==> src/sv/vlf_ram.sv <==
// Generic simple dual-port RAM with registered read.
module vlf_ram #(
    parameter int WIDTH = 8,
    parameter int DEPTH = 16,
    localparam int AW   = (DEPTH > 1) ? $clog2(DEPTH) : 1
) (
    input  logic             i_clk,
    input  logic             i_we,
    input  logic [AW-1:0]    i_waddr,
    input  logic [WIDTH-1:0] i_wdata,
    input  logic             i_re,
    input  logic [AW-1:0]    i_raddr,
    output logic [WIDTH-1:0] o_rdata
);

    logic [WIDTH-1:0] r_mem [DEPTH];
    logic [WIDTH-1:0] r_rdata;

    // Write one entry, read one entry into the output register
    always_ff @(posedge i_clk) begin
        if (i_we) begin
            r_mem[i_waddr] <= i_wdata;
        end
        if (i_re) begin
            r_rdata <= r_mem[i_raddr];
        end
    end

    assign o_rdata = r_rdata;

endmodule
==> config.mk <==
export PLATFORM = sky130hd
export DESIGN_NAME = vlf_ram
export DESIGN_NICKNAME = d
export VERILOG_FILES = /design/src/sv/vlf_ram.sv
export SDC_FILE = /design/constraint.sdc
export NUM_CORES = 1
export LEC_CHECK = 0
export CORE_MARGIN = 5
export CORE_UTILIZATION = 36
export DETAILED_ROUTE_END_ITERATION = 6
export DONT_BUFFER_PORTS = 1
export PLACE_DENSITY_LB_ADDON = 0.05
export SLEW_MARGIN = 20
export SYNTH_ARGS = -nofsm -noshare
export SYNTH_HDL_FRONTEND = slang
export SYNTH_SLANG_ARGS = --single-unit
==> constraint.sdc <==
create_clock -name i_clk -period 4.85 [get_ports i_clk]
set_clock_uncertainty 0.2 [all_clocks]
set_input_delay 0.485 -clock i_clk [delete_from_list [all_inputs] [get_ports i_clk]]
set_output_delay 0.485 -clock i_clk [all_outputs]
set_load 0.03 [all_outputs]
Word level (Yosys, flattened, before mapping)
Memory sizes are Yosys's and may differ from the RTL's. A register that Yosys moved wholly into a read port is not among the register bits.
Cells that the tools add are included.
{"block": "classes", "mux": 2}
{"cell": "$mux W1", "n": 2}
{"block": "totals", "ff_bits": 0, "ram_bits": 128, "input_bits": 19, "output_inout_bits": 8, "wordCells": 3, "mem_count": 1}
{"memory": "r_mem", "words": 16, "width": 8, "rd": 1, "rd_clocked_by_memory_dff": 1, "wr": 1, "line_no": "16", "source": "logic [WIDTH-1:0] r_mem [DEPTH];"}

Depth between registers and ports, before layout
Gate-level depths: netlist of run 1.
{"block": "logic_depth", "depth_word": 2, "mapped_depth": 5, "depth_no_buf": 3}

Worst setup path before layout of run 1
Ideal clock, no wire load.
{"block": "synth_timing", "path_kind": "in2reg", "from": "input i_waddr[2]", "to": "memory r_mem[0][0] (enable)", "setup_ns": 0.383, "arrival_ns": 1.595, "required_ns": 4.267, "slack_ns": 2.672, "cell_stages": 2, "n_path_buf": 0, "path_cell_list": "or3b_2 > nor3_1"}
{"element": "from (decl)", "line_no": "9", "source": "input logic [AW-1:0] i_waddr,"}
{"element": "to (decl)", "line_no": "16"}
Straight into the memory's write port.

==> results.json, run 1 <==
{
  "status": "finished clean",
  "hold_viol_final": 0,
  "die_x_um": 131,
  "timing.rr.end": "o_rdata[7]",
  "r2r_cells": 3,
  "post_cts.repair.setup_buffers": 0,
  "ir_drop_uv": 210,
  "timing.final.ws_setup_ps": 3040,
  "yosys_warnings": 0,
  "endpoint_kind": "flip-flop",
  "numPortBuffers": 0,
  "relSlewSlack_pct": 42.7,
  "initial_utilization_pct": 36.4,
  "htreeDepth": 4,
  "drtPass1Iterations": 4,
  "cts_resized": 0,
  "maxCapViolations": 0,
  "layout_commonest_cell": "edfxtp_1",
  "r2r-start": "r_mem[1][7]",
  "hold_start": "i_waddr[0]",
  "yosysSeqAreaShare_pct": 78.1,
  "cts_buffers": 17,
  "vias": 2279,
  "rrSetupSlack_ps": 3040,
  "path_buf_inv": 0,
  "hold_depth": 1,
  "gr-total-overflow": 0,
  "power_frac_comb_pct": 3.6,
  "detail_route.iter0.violations": 128,
  "antenna_left": 0,
  "path_cells": "mux4_2 -> a22oi_1 -> nand2_1",
  "tightest_slew_ps": 857,
  "clkSlewWorstSetupHoldPaths_ps": 50,
  "dpl_worst_slack_ps": 2360,
  "die_y_um": 131,
  "ys_types": 18,
  "cts_buffer_depth": 2,
  "track_usage_pct": 13.6,
  "coreArea_mm2": 0.0144,
  "p_seq_share_pct": 50.4,
  "final_cell_mix": "edfxtp_1 (136), mux4_2 (18), clkbuf_16 (17)",
  "power.density_mw_per_mm2": 440,
  "power_frac_clock_pct": 46.0,
  "crit_type": "reg -> reg",
  "hold_buffers": 9,
  "antenna_found_initial": 1,
  "diodes": 0,
  "grt_pass1_wl_mm": 15.6,
  "avgSynthCellArea_um2": 22.8,
  "clock_latency_ps": 410,
  "cts-root-buf": "clkbuf_16",
  "critPathMaxFanout": 1,
  "synthTopCellsByArea": "edfxtp_1 (78%), mux4_2 (7.8%), mux4_1 (7.0%)",
  "dp_hpwl_mm": 6.73,
  "wirelength_mm": 10.6,
  "fin_crit_ps": 1810,
  "wire_per_inst_um": 23.8,
  "fin_crit_sh_pct": 37.3,
  "p_leak_nw": 1.93,
  "grt_pass1_vias": 2456,
  "syn2layout_area_growth_pct": 15.8,
  "swShare_pct": 18.9,
  "grt_max_degree": 33,
  "ys_ff_latch": 136,
  "critPathMaxStageDelay_ps": 490,
  "tns_ps": 0,
  "drc": 0,
  "place_congestion": 0.777,
  "drive_above_1_share_pct": 18.3,
  "syn_inst": 229,
  "rsz0062_at_grt": "no",
  "internal_power_w": 0.00216,
  "synth_nets": 248,
  "synth_top_area_share_pct": 78.1,
  "critPathSlowestCell": "mux4_2",
  "cp-start-kind": "flip-flop",
  "viasPerCell": 5.11,
  "slew_viol_final": 0,
  "synth_top_cell_by_area": "edfxtp_1",
  "cp.arrival_ps": 1750,
  "io_pins": 27,
  "critPathRequiredTime_ps": 4790,
  "min_to": "r_mem[4][4]",
  "critPathTopFamily": "multiplexers",
  "die-area_mm2": 0.0170,
  "rows": 44,
  "fmax_mhz": 553,
  "cts_sinks": 136,
  "finish.utilization_pct": 42.1,
  "holdCritPathClass": "in -> reg",
  "fin_nets": 268,
  "setup_viol": 0,
  "tritoncts": "built",
  "switching_power_w": 0.000503,
  "syn_area_mm2": 0.00523
}
## state kept, by name (all words and copies together), names as in the netlist
register / cells
r_mem: 128
o_rdata: 8
## synth_stat cells
master	instances
buf_2	3
or3b_2	1
nor3_1	4
nand3b_1	2
mux4_2	18
and2_1	1
a22oi_1	16
nor2b_1	1
clkdlybuf4s25_2	3
nand2_1	9
nand2b_1	2
nor2_1	13
and2b_1	1
buf_6	3
mux4_1	14
nand3_1	1
edfxtp_1	136
buf_4	1
## metal layers
metal	GRT usage [%]	share of wire (%)
met1	16.9	43
met2	21.8	49
met3	4.51	5.2
met4	6.17	2.2
met5	0	0
## power groups by stage
| stage | clock (W) | combinational, W | sequential, W |
|---|---|---|---|
| floorplan | 0 | 0.0000668 | 0.00137 |
| global placement | 0 | 0.0000727 | 0.00137 |
| detailed placement | 0 | 0.0000733 | 0.00137 |
| CTS | 0.00125 | 0.0000987 | 0.00135 |
| global route | 0.00131 | 0.000104 | 0.00135 |
| finish | 0.00123 | 0.0000960 | 0.00134 |
## cells by family after synthesis
| kind of cell | share of synthesized area [%] |
|---|---|
| AOI/OAI and AO/OA | 2.30 |
| buffers and inverters | 1.65 |
| DFF | 78.1 |
| muxes | 14.8 |
| and+or+nand+nor | 3.14 |
## stage by stage
step	hold WS, ps	instance area [µm²]	power, W	cells
detailed placement	385	5390	0.00144	405
finish	149	6060	0.00267	446
floorplan	384	5230	0.00143	229
CTS	140	6050	0.00269	446
global placement	385	5390	0.00144	405
global route	139	6060	0.00276	446
## worst max-delay path by stage
| stage | endpoint | start | cells after the start |
|---|---|---|---|
| CTS | r_mem[0][7] | i_waddr[2] | 2 |
| global placement | r_mem[0][2] | i_waddr[2] | 2 |
| global route | r_mem[3][1] | i_waddr[2] | 2 |
| floorplan | r_mem[0][0] | i_waddr[2] | 2 |
| finish | o_rdata[7] | r_mem[1][7] | 3 |
| detailed placement | r_mem[0][2] | i_waddr[2] | 2 |
## area by class of cell
class	count	area, µm²
fill	1224	8310
clock inverter	12	133
clock buffer	20	437
sequential	136	4080
tap	184	230
multi-input combinational	83	1070
timing repair buffer	11	105
Power figures use the tool's default switching activity.
==> inputs of run 2 (changes only) <==
==> constraint.sdc (replaced) <==
create_clock -name i_clk -period 1.7 [get_ports i_clk]
set_clock_uncertainty 0.2 [all_clocks]
set_input_delay 0.17 -clock i_clk [delete_from_list [all_inputs] [get_ports i_clk]]
set_output_delay 0.17 -clock i_clk [all_outputs]
set_load 0.03 [all_outputs]
==> results.json, run 2 (synthesis gave the netlist of run 1 again) <==
{
  "r2r_cells": 3,
  "crit_type": "reg -> reg",
  "rows": 44,
  "cp-start-kind": "flip-flop",
  "coreArea_mm2": 0.0144,
  "rsz0062_at_grt": "no",
  "cp.arrival_ps": 1600,
  "cts-root-buf": "clkbuf_16",
  "drtPass1Iterations": 6,
  "drive_above_1_share_pct": 28.6,
  "setup_viol": 0,
  "wl_met1_mm": 5.41,
  "antenna_left": 0,
  "rrSetupSlack_ps": 50,
  "power.density_mw_per_mm2": 1310,
  "r2r-start": "r_mem[1][2]",
  "endpoint_kind": "flip-flop",
  "grt_pass1_wl_mm": 17.3,
  "cts_buffers": 17,
  "drc": 0,
  "wirelength_mm": 11.6,
  "place_congestion": 0.784,
  "finish.utilization_pct": 44.1,
  "fin_crit_sh_pct": 96.8,
  "routed.top_layer": "met4",
  "hold_depth": 3,
  "fin_nets": 289,
  "fin_hold_ws_ps": -47.0,
  "p_leak_nw": 2.07,
  "slew_viol_final": 0,
  "critPathMaxFanout": 1,
  "detail_route.iter0.violations": 160,
  "grt_pass1_vias": 2676,
  "cts_sinks": 136,
  "dpl_worst_slack_ps": -32.1,
  "status": "complete, but fails checks",
  "hold_viol_final": 8,
  "maxCapViolations": 0,
  "timing.rr.end": "o_rdata[2]",
  "hold_start": "i_raddr[1]",
  "die_y_um": 131,
  "track_usage_pct": 14.9,
  "syn2layout_area_growth_pct": 21.1,
  "grt_max_degree": 33,
  "n_fill_cell": 1221,
  "regMostFlops": "r_mem",
  "gr-total-overflow": 0,
  "fin_crit_ps": 1650,
  "htreeDepth": 4,
  "die_x_um": 131,
  "numPortBuffers": 0,
  "instances_no_fill": 467,
  "tritoncts": "built",
  "wire_per_inst_um": 24.8,
  "relSlewSlack_pct": 45.6,
  "final_cell_mix": "edfxtp_1 (136), mux4_2 (23), buf_4 (21)",
  "largest_register_ffs": 128,
  "die-area_mm2": 0.0170,
  "cts_buffer_depth": 2,
  "min_to": "o_rdata[3]",
  "tns_ps": 0,
  "ir_drop_uv": 659,
  "dp_hpwl_mm": 7.27,
  "diodes": 0,
  "io_pins": 27,
  "hold_buffers": 11,
  "dp_cells": 424,
  "initial_utilization_pct": 36.4,
  "viasPerCell": 5.27,
  "timing.final.ws_setup_ps": 54.4,
  "layout_commonest_cell": "edfxtp_1",
  "dr_wl_met3_um": 561,
  "violations": "negative hold slack",
  "vias": 2460,
  "clkSlewWorstSetupHoldPaths_ps": 60,
  "clock_latency_ps": 410,
  "wl_met2_mm": 5.46,
  "holdCritPathClass": "in -> reg",
  "tightest_slew_ps": 814,
  "fmax_mhz": 608,
  "antenna_found_initial": 0,
  "critPathRequiredTime_ps": 1660
}
run 2: worst max path at each step:
stage          cells past startpoint         from    endpoint  slack [ps]
3_3_place_gp                       3  r_mem[1][5]  o_rdata[5]         -40
2_1_floorplan                      5   i_raddr[0]  o_rdata[1]          50
4_1_cts                            3  r_mem[2][5]  o_rdata[5]           2
5_1_grt                            3  r_mem[8][4]  o_rdata[4]         0.4
6_report                           3  r_mem[1][2]  o_rdata[2]          50
3_5_place_dp                       3  r_mem[2][5]  o_rdata[5]         -30
run 2: power breakdown:
| group | total (W) | leakage, nW | switching, W | internal [W] |
|---|---|---|---|---|
| Combinational | 0.000293 | 0.511 | 0.000154 | 0.000139 |
| Sequential | 0.00384 | 1.24 | 0.0000576 | 0.00378 |
| Clock | 0.00418 | 0.327 | 0.00130 | 0.00288 |
run 2: metal layers:
metal,vias up,global-route usage (%)
li1,1060,-
met1,1305,20.8
met5,-,0
met2,78,22.7
met3,17,3.58
met4,0,5.63
run 2: cell type report:
class / instances / area, µm² / share of cell area (%)
clock buffers: 18 / 429 / 6.78
clock inverters: 14 / 253 / 3.99
flip-flops and latches: 136 / 4080 / 64.5
repair buffers: 32 / 268 / 4.23
well taps: 184 / 230 / 3.64
multi-input cells: 83 / 1070 / 16.9
run 2: critical path, cell delays in order (launching register included):
cell and delay (ps):
edfxtp_1 350, mux4_1 510, a22oi_1 240, nand2_1 90
run 2: per-stage QoR:
step	area, µm²	power, W
3_3_place_gp	5530	0.00412
6_report	6330	0.00832
2_1_floorplan	5230	0.00409
5_1_grt	6330	0.00857
4_1_cts	6320	0.00839
3_5_place_dp	5530	0.00413
run 2: timing repair:
action                                 in CTS  in global routing
setup endpoints to repair                   3                  4
gates resized for setup                     3                  7
buffers inserted                            0                  0
endpoints found under the hold margin     176                  8
pin swaps                                   0                  1
